## config.mk

```make
export PLATFORM = sky130hd
export DESIGN_NAME = response_frame_checker_with_status
export DESIGN_NICKNAME = d
export VERILOG_FILES = /design/src/design/rfc_pkg.sv /design/src/design/rfc_front.sv /design/src/design/rfc_queue.sv /design/src/design/rfc_back.sv /design/src/design/response_frame_checker_with_status.sv
export SDC_FILE = /design/constraint.sdc
export NUM_CORES = 1
export LEC_CHECK = 0
export ABC_CLOCK_PERIOD_IN_PS = 4300
export BUFFER_PORTS_ARGS = -buffer_cell sky130_fd_sc_hd__clkbuf_2
export CORE_MARGIN = 10
export CORE_UTILIZATION = 55
export CTS_CLUSTER_DIAMETER = 120
export CTS_CLUSTER_SIZE = 30
export DETAILED_ROUTE_END_ITERATION = 8
export PLACE_DENSITY = 0.81
export SLEW_MARGIN = 30
export SYNTH_ARGS = -nofsm -noshare
export SYNTH_HDL_FRONTEND = slang
export SYNTH_SLANG_ARGS = --single-unit
```

## constraint.sdc

```tcl
create_clock -name clk_i -period 4.3 [get_ports clk_i]
set_input_delay 0.645 -clock clk_i [delete_from_list [all_inputs] [get_ports clk_i]]
set_output_delay 0.645 -clock clk_i [all_outputs]
set_load 0.02 [all_outputs]
```

## src/design/rfc_pkg.sv

```systemverilog
// Shared types and constants for the response frame checker.
`default_nettype none
package rfc_pkg;

  localparam int unsigned BufferDepthDefault = 1024;
  localparam int unsigned IndexSpan          = 1024;  // 10-bit index field
  localparam int unsigned QueueDepthDefault  = 4;
  localparam logic [10:0] CapacityReset      = 11'd1024;

  localparam logic [7:0] Sw1Ok     = 8'h90;
  localparam logic [7:0] Sw2Ok     = 8'h00;
  localparam logic [7:0] Sw1Retry  = 8'h6C;

  typedef enum logic [2:0] {
    ST_OK     = 3'd0,
    ST_CSUM   = 3'd1,
    ST_DETAIL = 3'd2,
    ST_SW     = 3'd3,
    ST_LEN    = 3'd4
  } status_e;

  typedef enum logic [1:0] {
    CMD_WRITE  = 2'd0,
    CMD_STATUS = 2'd1,
    CMD_DETAIL = 2'd2
  } cmd_op_e;

  // One queued job for the back end.
  typedef struct packed {
    cmd_op_e     op;
    logic [9:0]  index;
    logic [7:0]  data;
    status_e     status;
    logic [10:0] out_len;
    logic [15:0] sw;
  } cmd_t;

endpackage
`default_nettype wire

```

## src/design/rfc_front.sv

```systemverilog
// Front end: deframing state machine, turns received items into queued jobs.
`default_nettype none
module rfc_front #(
  parameter int unsigned BUFFER_DEPTH = rfc_pkg::BufferDepthDefault
) (
  input  wire logic          clk_i,
  input  wire logic          rst_ni,
  input  wire logic          accept_i,
  input  wire logic          action_i,
  input  wire logic [7:0]    rx_byte_i,
  input  wire logic [10:0]   capacity_i,
  output logic               push_o,
  output rfc_pkg::cmd_t      cmd_o
);

  localparam logic [10:0] CapLimit =
    (BUFFER_DEPTH < rfc_pkg::IndexSpan) ? 11'(BUFFER_DEPTH) : 11'(rfc_pkg::IndexSpan);

  typedef enum logic [6:0] {
    PH_IDLE    = 7'b0000001,
    PH_LEN_HI  = 7'b0000010,
    PH_LEN_LO  = 7'b0000100,
    PH_PAYLOAD = 7'b0001000,
    PH_SW1     = 7'b0010000,
    PH_SW2     = 7'b0100000,
    PH_CHECK   = 7'b1000000
  } phase_e;

  phase_e      phase_q, phase_d;
  logic [7:0]  len_hi_q, len_hi_d;
  logic [15:0] remaining_q, remaining_d;
  logic [10:0] stored_q, stored_d;
  logic [7:0]  xor_q, xor_d;
  logic [7:0]  sw1_q, sw1_d;
  logic [7:0]  sw2_q, sw2_d;

  logic [10:0] cap_eff;
  logic [15:0] len;

  assign cap_eff = (capacity_i < CapLimit) ? capacity_i : CapLimit;
  assign len     = {len_hi_q, rx_byte_i};

  always_comb begin
    phase_d     = phase_q;
    len_hi_d    = len_hi_q;
    remaining_d = remaining_q;
    stored_d    = stored_q;
    xor_d       = xor_q;
    sw1_d       = sw1_q;
    sw2_d       = sw2_q;
    push_o      = 1'b0;
    cmd_o       = '{op: rfc_pkg::CMD_STATUS, index: '0, data: '0,
                    status: rfc_pkg::ST_OK, out_len: '0, sw: '0};
    if (accept_i) begin
      if (!action_i) begin
        // new frame: drop whatever was open
        phase_d     = PH_LEN_HI;
        len_hi_d    = '0;
        remaining_d = '0;
        stored_d    = '0;
        xor_d       = '0;
        sw1_d       = '0;
        sw2_d       = '0;
      end else begin
        case (phase_q)
          PH_IDLE: begin
          end
          PH_LEN_HI: begin
            len_hi_d = rx_byte_i;
            xor_d    = xor_q ^ rx_byte_i;
            phase_d  = PH_LEN_LO;
          end
          PH_LEN_LO: begin
            xor_d = xor_q ^ rx_byte_i;
            if (len < 16'd2) begin
              phase_d       = PH_IDLE;
              push_o        = 1'b1;
              cmd_o.status  = rfc_pkg::ST_LEN;
            end else begin
              remaining_d = len - 16'd2;
              phase_d     = (len != 16'd2) ? PH_PAYLOAD : PH_SW1;
            end
          end
          PH_PAYLOAD: begin
            xor_d = xor_q ^ rx_byte_i;
            if (stored_q < cap_eff) begin
              push_o      = 1'b1;
              cmd_o.op    = rfc_pkg::CMD_WRITE;
              cmd_o.index = stored_q[9:0];
              cmd_o.data  = rx_byte_i;
              stored_d    = stored_q + 11'd1;
            end
            remaining_d = remaining_q - 16'd1;
            if (remaining_q == 16'd1) begin
              phase_d = PH_SW1;
            end
          end
          PH_SW1: begin
            sw1_d   = rx_byte_i;
            xor_d   = xor_q ^ rx_byte_i;
            phase_d = PH_SW2;
          end
          PH_SW2: begin
            sw2_d   = rx_byte_i;
            xor_d   = xor_q ^ rx_byte_i;
            phase_d = PH_CHECK;
          end
          PH_CHECK: begin
            phase_d = PH_IDLE;
            push_o  = 1'b1;
            if (xor_q != rx_byte_i) begin
              cmd_o.status  = rfc_pkg::ST_CSUM;
              cmd_o.out_len = stored_q;
            end else if (sw1_q == rfc_pkg::Sw1Ok && sw2_q == rfc_pkg::Sw2Ok) begin
              cmd_o.status  = rfc_pkg::ST_OK;
              cmd_o.out_len = stored_q;
              cmd_o.sw      = {sw1_q, sw2_q};
            end else if (sw1_q == rfc_pkg::Sw1Retry || sw1_q == rfc_pkg::Sw1Ok) begin
              // SW2 goes to index 0, then the status item
              cmd_o.op      = rfc_pkg::CMD_DETAIL;
              cmd_o.data    = sw2_q;
              cmd_o.status  = rfc_pkg::ST_DETAIL;
              cmd_o.out_len = 11'd1;
              cmd_o.sw      = {sw1_q, sw2_q};
            end else begin
              cmd_o.status  = rfc_pkg::ST_SW;
              cmd_o.out_len = stored_q;
              cmd_o.sw      = {sw1_q, sw2_q};
            end
          end
          default: begin
            phase_d = PH_IDLE;
          end
        endcase
      end
    end
  end

  always_ff @(posedge clk_i or negedge rst_ni) begin
    if (!rst_ni) begin
      phase_q     <= PH_IDLE;
      len_hi_q    <= '0;
      remaining_q <= '0;
      stored_q    <= '0;
      xor_q       <= '0;
      sw1_q       <= '0;
      sw2_q       <= '0;
    end else begin
      phase_q     <= phase_d;
      len_hi_q    <= len_hi_d;
      remaining_q <= remaining_d;
      stored_q    <= stored_d;
      xor_q       <= xor_d;
      sw1_q       <= sw1_d;
      sw2_q       <= sw2_d;
    end
  end

endmodule
`default_nettype wire

```

## src/design/rfc_queue.sv

```systemverilog
// Job queue between front and back end.
`default_nettype none
module rfc_queue #(
  parameter int unsigned DEPTH = rfc_pkg::QueueDepthDefault
) (
  input  wire logic           clk_i,
  input  wire logic           rst_ni,
  input  wire logic           push_i,
  input  wire rfc_pkg::cmd_t  push_cmd_i,
  input  wire logic           pop_i,
  output rfc_pkg::cmd_t       head_o,
  output logic                empty_o,
  output logic                full_o
);

  localparam int unsigned PtrW = (DEPTH > 1) ? $clog2(DEPTH) : 1;
  localparam int unsigned CntW = $clog2(DEPTH + 1);
  localparam logic [PtrW-1:0] PtrLast = PtrW'(DEPTH - 1);
  localparam logic [CntW-1:0] CntFull = CntW'(DEPTH);

  rfc_pkg::cmd_t slot_q [DEPTH];

  logic [PtrW-1:0] wr_ptr_q, wr_ptr_d;
  logic [PtrW-1:0] rd_ptr_q, rd_ptr_d;
  logic [CntW-1:0] count_q, count_d;

  assign empty_o = (count_q == '0);
  assign full_o  = (count_q == CntFull);
  assign head_o  = slot_q[rd_ptr_q];

  always_comb begin
    wr_ptr_d = wr_ptr_q;
    rd_ptr_d = rd_ptr_q;
    count_d  = count_q;
    if (push_i) begin
      wr_ptr_d = (wr_ptr_q == PtrLast) ? '0 : wr_ptr_q + PtrW'(1);
    end
    if (pop_i) begin
      rd_ptr_d = (rd_ptr_q == PtrLast) ? '0 : rd_ptr_q + PtrW'(1);
    end
    if (push_i && !pop_i) begin
      count_d = count_q + CntW'(1);
    end else if (pop_i && !push_i) begin
      count_d = count_q - CntW'(1);
    end
  end

  always_ff @(posedge clk_i) begin
    if (push_i) begin
      slot_q[wr_ptr_q] <= push_cmd_i;
    end
  end

  always_ff @(posedge clk_i or negedge rst_ni) begin
    if (!rst_ni) begin
      wr_ptr_q <= '0;
      rd_ptr_q <= '0;
      count_q  <= '0;
    end else begin
      wr_ptr_q <= wr_ptr_d;
      rd_ptr_q <= rd_ptr_d;
      count_q  <= count_d;
    end
  end

endmodule
`default_nettype wire

```

## src/design/rfc_back.sv

```systemverilog
// Back end: expands queued jobs into result items behind an output register.
`default_nettype none
module rfc_back (
  input  wire logic          clk_i,
  input  wire logic          rst_ni,
  input  wire rfc_pkg::cmd_t head_i,
  input  wire logic          empty_i,
  output logic               pop_o,
  output logic               out_valid_o,
  input  wire logic          out_stall_i,
  output logic               kind_o,
  output logic [9:0]         index_o,
  output logic [7:0]         data_byte_o,
  output logic [2:0]         status_o,
  output logic [10:0]        out_len_o,
  output logic [15:0]        status_word_o,
  output logic               last_o
);

  logic        valid_q;
  logic        detail_step_q, detail_step_d;
  logic        load;
  logic        kind_q, kind_d;
  logic [9:0]  index_q, index_d;
  logic [7:0]  data_q, data_d;
  logic [2:0]  status_q, status_d;
  logic [10:0] len_q, len_d;
  logic [15:0] sw_q, sw_d;
  logic        last_q, last_d;

  assign load = (!valid_q || !out_stall_i) && !empty_i;

  always_comb begin
    kind_d        = 1'b1;
    index_d       = '0;
    data_d        = '0;
    status_d      = head_i.status;
    len_d         = head_i.out_len;
    sw_d          = head_i.sw;
    last_d        = 1'b1;
    pop_o         = load;
    detail_step_d = detail_step_q;
    case (head_i.op)
      rfc_pkg::CMD_WRITE: begin
        kind_d   = 1'b0;
        index_d  = head_i.index;
        data_d   = head_i.data;
        status_d = rfc_pkg::ST_OK;
        len_d    = '0;
        sw_d     = '0;
      end
      rfc_pkg::CMD_DETAIL: begin
        if (!detail_step_q) begin
          // first half: SW2 write to index 0, job stays queued
          kind_d   = 1'b0;
          data_d   = head_i.data;
          status_d = rfc_pkg::ST_OK;
          len_d    = '0;
          sw_d     = '0;
          last_d   = 1'b0;
          pop_o    = 1'b0;
        end
      end
      default: begin
      end
    endcase
    if (load) begin
      detail_step_d = (head_i.op == rfc_pkg::CMD_DETAIL) && !detail_step_q;
    end
  end

  always_ff @(posedge clk_i or negedge rst_ni) begin
    if (!rst_ni) begin
      valid_q       <= 1'b0;
      detail_step_q <= 1'b0;
    end else begin
      detail_step_q <= detail_step_d;
      if (load) begin
        valid_q <= 1'b1;
      end else if (!out_stall_i) begin
        valid_q <= 1'b0;
      end
    end
  end

  always_ff @(posedge clk_i) begin
    if (load) begin
      kind_q   <= kind_d;
      index_q  <= index_d;
      data_q   <= data_d;
      status_q <= status_d;
      len_q    <= len_d;
      sw_q     <= sw_d;
      last_q   <= last_d;
    end
  end

  assign out_valid_o   = valid_q;
  assign kind_o        = kind_q;
  assign index_o       = index_q;
  assign data_byte_o   = data_q;
  assign status_o      = status_q;
  assign out_len_o     = len_q;
  assign status_word_o = sw_q;
  assign last_o        = last_q;

endmodule
`default_nettype wire

```

## src/design/response_frame_checker_with_status.sv

```systemverilog
// Top level of the response frame checker: config register, front, queue, back.
//
//   channel | direction | handshake            | payload
//   --------+-----------+----------------------+----------------------------------
//   in      | sink      | in_valid_i/in_stall_o | action_i, rx_byte_i
//   out     | source    | out_valid_o/out_stall_i | kind_o, index_o, data_byte_o,
//           |           |                      | status_o, out_len_o, status_word_o,
//           |           |                      | last_o
//   cfg     | sink      | cfg_valid_i/cfg_ready_o | cfg_data_i (buffer capacity)
//
// One item is taken per cycle while the queue is not full. The front state machine
// updates its per-frame state in the cycle the item is accepted and pushes at
// most one job into a QUEUE_DEPTH-entry queue at the accepting edge; the back end
// loads each job from the queue head into the output register. A status-detail job
// yields two result items, the write and then the status item, so the back end
// pops one job per loaded result item except for that case.
// in_stall_o is high only while the queue is full; out_stall_i holds the output
// register and the queue absorbs the difference. Reset is asynchronous, active
// low, and leaves the frame state idle with capacity 1024. cfg_ready_o is always
// high.
`default_nettype none
module response_frame_checker_with_status #(
  parameter int unsigned BUFFER_DEPTH = rfc_pkg::BufferDepthDefault,
  parameter int unsigned QUEUE_DEPTH  = rfc_pkg::QueueDepthDefault
) (
  input  wire logic        clk_i,
  input  wire logic        rst_ni,
  // input items
  input  wire logic        in_valid_i,
  output logic             in_stall_o,
  input  wire logic        action_i,
  input  wire logic [7:0]  rx_byte_i,
  // result items
  output logic             out_valid_o,
  input  wire logic        out_stall_i,
  output logic             kind_o,
  output logic [9:0]       index_o,
  output logic [7:0]       data_byte_o,
  output logic [2:0]       status_o,
  output logic [10:0]      out_len_o,
  output logic [15:0]      status_word_o,
  output logic             last_o,
  // configuration write
  input  wire logic        cfg_valid_i,
  output logic             cfg_ready_o,
  input  wire logic [10:0] cfg_data_i
);

  logic [10:0]   capacity_q;
  logic          accept;
  logic          push;
  logic          pop;
  logic          q_empty;
  logic          q_full;
  rfc_pkg::cmd_t push_cmd;
  rfc_pkg::cmd_t head_cmd;

  assign cfg_ready_o = 1'b1;
  assign in_stall_o  = q_full;
  assign accept      = in_valid_i && !q_full;

  // Buffer capacity register; the user must write it only while the block is quiet (not enforced here).
  always_ff @(posedge clk_i or negedge rst_ni) begin
    if (!rst_ni) begin
      capacity_q <= rfc_pkg::CapacityReset;
    end else if (cfg_valid_i && cfg_ready_o) begin
      capacity_q <= cfg_data_i;
    end
  end

  // Front: phase tracking, running XOR, length and status byte capture.
  rfc_front #(
    .BUFFER_DEPTH (BUFFER_DEPTH)
  ) u_front (
    .clk_i      (clk_i),
    .rst_ni     (rst_ni),
    .accept_i   (accept),
    .action_i   (action_i),
    .rx_byte_i  (rx_byte_i),
    .capacity_i (capacity_q),
    .push_o     (push),
    .cmd_o      (push_cmd)
  );

  // Decouples the two halves so an output stall does not stop intake at once.
  rfc_queue #(
    .DEPTH (QUEUE_DEPTH)
  ) u_queue (
    .clk_i      (clk_i),
    .rst_ni     (rst_ni),
    .push_i     (push),
    .push_cmd_i (push_cmd),
    .pop_i      (pop),
    .head_o     (head_cmd),
    .empty_o    (q_empty),
    .full_o     (q_full)
  );

  // Back: result formatting and output register.
  rfc_back u_back (
    .clk_i         (clk_i),
    .rst_ni        (rst_ni),
    .head_i        (head_cmd),
    .empty_i       (q_empty),
    .pop_o         (pop),
    .out_valid_o   (out_valid_o),
    .out_stall_i   (out_stall_i),
    .kind_o        (kind_o),
    .index_o       (index_o),
    .data_byte_o   (data_byte_o),
    .status_o      (status_o),
    .out_len_o     (out_len_o),
    .status_word_o (status_word_o),
    .last_o        (last_o)
  );

endmodule
`default_nettype wire

```

==> flow_summary.json, run 1 <==
{
  "outcome": "completed",
  "fin_tns_setup_ps": 0,
  "path_clk_slew_ps": 120,
  "grt.total_usage_pct": 17.19,
  "placed_area_um2": 15510,
  "post_cts_buffers": 0,
  "firstDrtPassIters": 5,
  "rsz0062_at_grt": "no",
  "cts_max_path_buffers": 3,
  "fin_ws_ps": 899.6,
  "port_buffers": 76,
  "critPathCaptureType": "flip-flop",
  "synth_area_um2": 14730,
  "ys.flop_type": "edfxtp_1",
  "place.gp.congestion": 0.8683,
  "cts_made_buffers": 15,
  "die_w_um": 183.6,
  "drt_wl_total_um": 29080,
  "rows": 59,
  "grt_pass1_wl_um": 46700,
  "dp.cells": 1401,
  "cts_resized": 0,
  "fmax_mhz": 294.1,
  "ant_nets": 0,
  "n_antenna_cell": 0,
  "p_leak_nw": 6.096,
  "core_um2": 26210,
  "crit_type": "reg2reg",
  "syn_avg_cell_area_um2": 14.26,
  "hold_ws_ps": 183.1,
  "fin_cells": 1426,
  "min_period_over_period_pct": 79.08,
  "layout.nets": 1129,
  "areaGrowthSynthToFinish_pct": 8.266,
  "r2r_slack_ps": 900,
  "postLayoutCellArea_um2": 15950,
  "setup_violations": 0,
  "postCtsHoldBufs": 0,
  "pre_cts_slack_ps": 866.4,
  "tightestPinTransition_ps": 962.0,
  "synth_cells": 1033,
  "grt_overflow_total": 0,
  "vdd_drop_max_v": 0.0002440,
  "finish.utilization_pct": 60.85,
  "crit_fanout": 11,
  "dp_hpwl_um": 18750,
  "synth_edf_count": 250,
  "fill_cells": 1897,
  "htree_levels": 1,
  "fin_crit_ps": 3400,
  "slew_violations": 0,
  "ys_warn_count": 0,
  "drtIter0Drc": 839,
  "grt_pass1_vias": 8537,
  "cts_tree": "yes",
  "clockRootBuffer": "clkbuf_16",
  "fp.dieH_um": 183.6,
  "synthDistinctLibCells": 71,
  "synth_nets": 1079,
  "total_power_mw": 8.328,
  "clock_latency_ps": 510,
  "hold_violations": 0,
  "die-area_um2": 33720,
  "hp-class": "in2async",
  "max_slew_margin_pct": 35.76,
  "ys_seq_elements": 336,
  "clock_skew_ps": 40.67,
  "drc": 0,
  "drive_gt1_share_pct": 18.24,
  "power_density_nw_per_um2": 522.3,
  "antenna_found_initial": 0,
  "drv_cap": 0,
  "initial_core_util_pct": 56.20,
  "wl_per_cell_um": 20.39,
  "num_vias": 8601,
  "design.portCount": 78,
  "grt_max_degree": 57,
  "synth-async-reset-ratio_pct": 25.60,
  "ys_seq_area_share_pct": 65.60,
  "startpoint_type": "flip-flop",
  "crit_arrival_ps": 3850,
  "required_ps": 4750,
  "vias_per_cell": 6.032,
  "clock_sinks": 336
}
-- synthesized netlist by cell type (all sizes together), types with 6 or more instances --
master | count | area (µm²)
mux4 | 50 | 1126
and2 | 49 | 306.5
nor3 | 16 | 85.08
nor3b | 8 | 60.06
edfxtp | 250 | 7507
nor2b | 47 | 294.0
xor2 | 18 | 157.7
mux2 | 16 | 187.7
nand4 | 8 | 50.05
nor4 | 13 | 81.33
nand2 | 98 | 367.9
a31oi | 11 | 68.82
dfrtp | 84 | 2102
a22oi | 8 | 60.06
a22o | 11 | 96.34
xnor2 | 7 | 61.31
o21ai | 63 | 315.3
ha | 20 | 250.2
inv | 17 | 63.81
a21oi | 26 | 141.4
mux2i | 8 | 80.08
or4 | 6 | 48.80
clkbuf | 37 | 138.9
nor2 | 50 | 197.7
o31ai | 7 | 52.55
and3 | 8 | 50.05
nand3 | 11 | 55.05
buf | 22 | 112.6
-- cell type report --
| type | count | area, µm² | area share (%) |
|---|---|---|---|
| Clock buffer | 24 | 409.1 | 2.566 |
| Clock inverter | 1 | 30.03 | 0.1883 |
| Inverter | 17 | 63.81 | 0.4002 |
| Multi-Input combinational cell | 621 | 4803 | 30.12 |
| Sequential cell | 336 | 9667 | 60.62 |
| Tap cell | 335 | 419.2 | 2.629 |
| Timing Repair Buffer | 92 | 553.0 | 3.468 |
-- cell usage in the layout, fill, tap and decap left out, drive strengths merged, types with 7 or more instances in the layout --
| cell | synthesis | final |
|---|---|---|
| mux4 | 50 | 50 |
| xor2 | 18 | 18 |
| and3 | 8 | 8 |
| mux2 | 16 | 16 |
| a22o | 11 | 11 |
| nand4 | 8 | 8 |
| and2 | 49 | 49 |
| a31oi | 11 | 11 |
| a22oi | 8 | 8 |
| mux2i | 8 | 8 |
| inv | 17 | 17 |
| xnor2 | 7 | 7 |
| nor2 | 50 | 50 |
| nand2 | 98 | 98 |
| edfxtp | 250 | 250 |
| nor2b | 47 | 47 |
| nand3 | 11 | 11 |
| nor4 | 13 | 13 |
| o31ai | 7 | 7 |
| o21ai | 63 | 63 |
| a21oi | 26 | 26 |
| nor3b | 8 | 8 |
| clkbuf | 37 | 99 |
| nor3 | 16 | 16 |
| dfrtp | 84 | 84 |
| ha | 20 | 20 |
| buf | 22 | 17 |
-- power breakdown --
| part | internal, mW | switching [mW] | leakage, nW |
|---|---|---|---|
| clock | 0.681 | 0.957 | 0.207 |
| sequential | 3.93 | 0.432 | 3.72 |
| combinational | 1.02 | 1.31 | 2.17 |
-- path summary, 6_finish.rpt --
path / startpoint / to / cells after the start
max in group asynchronous: rst_ni / u_front.sw1_q[3]$_DFFE_PN0P_ / 2
worst min register to register: u_queue.count_q[2]$_DFFE_PN0P_ / u_queue.count_q[2]$_DFFE_PN0P_ / 1
min in group clk_i: cfg_data_i[1] / capacity_q[1]$_DFFE_PN0P_ / 2
worst max register to register: capacity_q[10]$_DFFE_PN1P_ / u_queue.count_q[2]$_DFFE_PN0P_ / 14
worst min-delay path: rst_ni / u_front.remaining_q[12]$_DFFE_PN0P_ / 1
worst max-delay path: capacity_q[10]$_DFFE_PN1P_ / u_queue.count_q[2]$_DFFE_PN0P_ / 14
-- layer usage --
layer  global-route usage, %  share of wire (%)  up-vias
met1                   23.47                 43     4302
met5                       0                  0        -
met3                   2.984                6.5       44
met2                   28.36                 48      276
li1                        -                  -     3979
met4                   3.934                1.8        0
-- sequential cells by signal, summed over array words and instances (netlist names), 2 cells and up --
signal                flops
u_front.remaining_q      16
u_back.index_o           10
u_front.stored_q         11
capacity_q               11
u_front.sw2_q             8
u_back.status_o           3
u_queue.wr_ptr_q          2
u_back.status_word_o     16
u_queue.rd_ptr_q          2
u_front.sw1_q             8
u_back.out_len_o         11
u_queue.count_q           3
u_front.xor_q             8
u_front.phase_q           7
u_front.len_hi_q          8
u_back.data_byte_o        8
u_queue.slot_q          200
-- kinds of logic after synthesis --
logic type / count (synthesis) / share of synthesized area [%]
other cells: 1 / 0.02546
flops: 336 / 65.60
xor+xnor: 25 / 1.487
simple gates: 343 / 12.56
buf+inv: 76 / 2.141
mux: 74 / 9.464
fa+ha+maj: 21 / 1.835
compound gates: 157 / 6.890
-- worst max-delay path: stages (launching register included) --
cell	delay [ps]
dfstp_2	540
inv_1	140
nand2_1	110
ha_1	240
a21oi_1	130
nor2b_1	60
o21ai_0	640
a41oi_4	340
inv_1	130
ha_1	190
inv_1	60
fa_1	370
xor2_1	170
nor2_1	110
xor2_1	160
Power figures use the tool's default switching activity.
==> run 2: changes to the inputs <==
--- a/config.mk
+++ b/config.mk
@@ -5,7 +5,7 @@
 export SDC_FILE = /design/constraint.sdc
 export NUM_CORES = 1
 export LEC_CHECK = 0
-export ABC_CLOCK_PERIOD_IN_PS = 4300
+export ABC_CLOCK_PERIOD_IN_PS = 2800
 export BUFFER_PORTS_ARGS = -buffer_cell sky130_fd_sc_hd__clkbuf_2
 export CORE_MARGIN = 10
 export CORE_UTILIZATION = 55
==> constraint.sdc (replaced) <==
create_clock -name clk_i -period 2.8 [get_ports clk_i]
set_input_delay 0.42 -clock clk_i [delete_from_list [all_inputs] [get_ports clk_i]]
set_output_delay 0.42 -clock clk_i [all_outputs]
set_load 0.02 [all_outputs]
==> run 2 against run 1 <==
Net effect:
- die area did not move
- the flow now finishes with violations (negative setup slack)
- largest power group unchanged
- critical path depth did not move
- largest cell class unchanged
- critical path type unchanged
- setup slack got worse by 920 ps
- worst hold slack got worse by 65 ps
- count of clock-buffer cells in the layout fell by 1
==> flow_summary.json, run 2 (synthesized netlist as in run 1, its figures left out) <==
{
  "outcome": "complete, but fails checks",
  "failed_checks": "negative setup slack",
  "largest_reg_flops": 200,
  "areaGrowthSynthToFinish_pct": 13.05,
  "p_clk_share_pct": 19.2,
  "fp.dieH_um": 183.6,
  "hp-class": "in2reg",
  "grt_busiest_layer": "met2",
  "port_buffers": 76,
  "antenna_found_initial": 0,
  "wl_per_cell_um": 21.10,
  "rsz0062_at_grt": "yes",
  "design.portCount": 78,
  "drt_wl_total_um": 31460,
  "fin_tns_setup_ps": -30.18,
  "ant_nets": 0,
  "multi_input_area_um2": 4902,
  "grt_overflow_total": 0,
  "critPathCaptureType": "flip-flop",
  "final_cell_mix": "250 x edfxtp_1, 96 x nand2_1, 82 x dfrtp_1",
  "clock_latency_ps": 500,
  "grt_util_met1_pct": 23.96,
  "grt_pass1_vias": 8820,
  "power_frac_comb_pct": 30.6,
  "grt.total_usage_pct": 17.89,
  "fmax_mhz": 354.6,
  "fin_ws_ps": -20.05,
  "hold_violations": 0,
  "clock_skew_ps": 32.14,
  "place.gp.congestion": 0.9089,
  "fin_cells": 1491,
  "tightestPinTransition_ps": 708.9,
  "crit_type": "reg2reg",
  "p_switching_mw": 4.245,
  "cts_made_buffers": 15,
  "power_density_nw_per_um2": 783.6,
  "use_met2_pct": 30.21,
  "clock_sinks": 336,
  "fill_cells": 1803,
  "core_um2": 26210,
  "path_clk_slew_ps": 120,
  "fin_crit_ps": 2820,
  "dp.cells": 1450,
  "drv_cap": 0,
  "cts_tree": "yes",
  "grt_max_degree": 52,
  "seqCellArea_um2": 9667,
  "layout.nets": 1195,
  "cts_max_path_buffers": 3,
  "clockRootBuffer": "clkbuf_16",
  "dp_hpwl_um": 20390,
  "firstDrtPassIters": 5,
  "required_ps": 3200,
  "die-area_um2": 33720,
  "die_w_um": 183.6,
  "num_vias": 9088,
  "startpoint_type": "flip-flop",
  "drc": 0,
  "p_leak_nw": 6.416,
  "grt_pass1_wl_um": 48490,
  "final_common_cell": "edfxtp_1",
  "vdd_drop_max_v": 0.0004062,
  "swShare_pct": 32.54,
  "drive_gt1_share_pct": 24.91,
  "drtIter0Drc": 868,
  "rows": 59,
  "crit_arrival_ps": 3220,
  "max_slew_margin_pct": 52.69,
  "htree_levels": 1,
  "n_antenna_cell": 0,
  "setup_violations": 2,
  "seqPwrFrac_pct": 50.2,
  "internal_power_mw": 8.801,
  "vias_per_cell": 6.095,
  "largest_register": "u_queue.slot_q",
  "use_met3_pct": 2.589,
  "crit_fanout": 5,
  "min_period_over_period_pct": 100.7,
  "initial_core_util_pct": 56.20,
  "slew_violations": 0
}
==> run 2: final timing paths <==
check | startpoint | end | slack [ps] | cells past startpoint
worst max register to register | capacity_q[10]$_DFFE_PN1P_ | u_queue.count_q[1]$_DFFE_PN0P_ | -20 | 14
min in group asynchronous | rst_ni | u_front.remaining_q[11]$_DFFE_PN0P_ | 350 | 2
worst max-delay path | capacity_q[10]$_DFFE_PN1P_ | u_queue.count_q[1]$_DFFE_PN0P_ | -20 | 14
max in group asynchronous | rst_ni | capacity_q[10]$_DFFE_PN1P_ | 1760 | 3
worst min-delay path | cfg_data_i[10] | capacity_q[10]$_DFFE_PN1P_ | 120 | 3
worst min register to register | u_queue.count_q[2]$_DFFE_PN0P_ | u_queue.count_q[2]$_DFFE_PN0P_ | 510 | 1
==> run 2: stage by stage <==
stage	hold WS [ps]	power, mW	instance area [µm²]	utilization [%]	setup WS [ps]
after floorplan	124.4	9.407	14800	-	-268.9
after global placement	356.2	10.50	15930	60.79	1.661
after detailed placement	354.6	10.61	15930	60.79	3.473
after CTS	104.6	13.08	16420	62.67	-3.933
after global routing	138.4	13.69	16650	63.53	-140.5
final	118.3	13.05	16650	63.53	-20.05
==> run 2: area by class of cell <==
cell class | instances | area share, %
clock buffer | 23 | 2.435
inverter | 17 | 0.4058
multi-input combinational | 621 | 29.44
sequential | 336 | 58.06
tap | 335 | 2.517
timing repair inverter | 1 | 0.04509
clock inverter | 1 | 0.1804
timing repair buffer | 157 | 6.914
==> run 2: power by group through the flow <==
stage / logic [mW] / clock network, mW / registers (mW)
after CTS: 4.01 / 2.54 / 6.53
final: 3.99 / 2.51 / 6.55
after detailed placement: 3.98 / 0 / 6.63
after global routing: 4.38 / 2.69 / 6.63
after floorplan: 2.50 / 0 / 6.91
after global placement: 3.90 / 0 / 6.60
==> run 2: worst max-delay path: stages, from the launching register on <==
cell,delay (ps)
dfstp_2,580
buf_6,110
clkinvlp_4,120
buf_4,150
nand2_1,60
ha_2,170
a21oi_2,50
o21ai_2,180
a21oi_4,90
a41oi_4,220
inv_1,70
ha_2,180
inv_2,50
fa_2,410
mux2_2,260
==> run 2: metal layers <==
layer  share of wire (%)  vias to the layer above
met3                 6.1                       57
met5                   0                        -
met4                 2.6                        0
li1                    -                     4112
met1                  42                     4585
met2                  50                      334
==> run 2: what timing repair did <==
item / in CTS / in global routing
pin swaps: 10 / 9
setup buffers: 3 / 8
setup endpoints to repair: 2 / 263
endpoints found under the hold margin: 21 / 0
cloned: 1 / 4
hold buffers: 1 / 0
resized for setup: 6 / 22
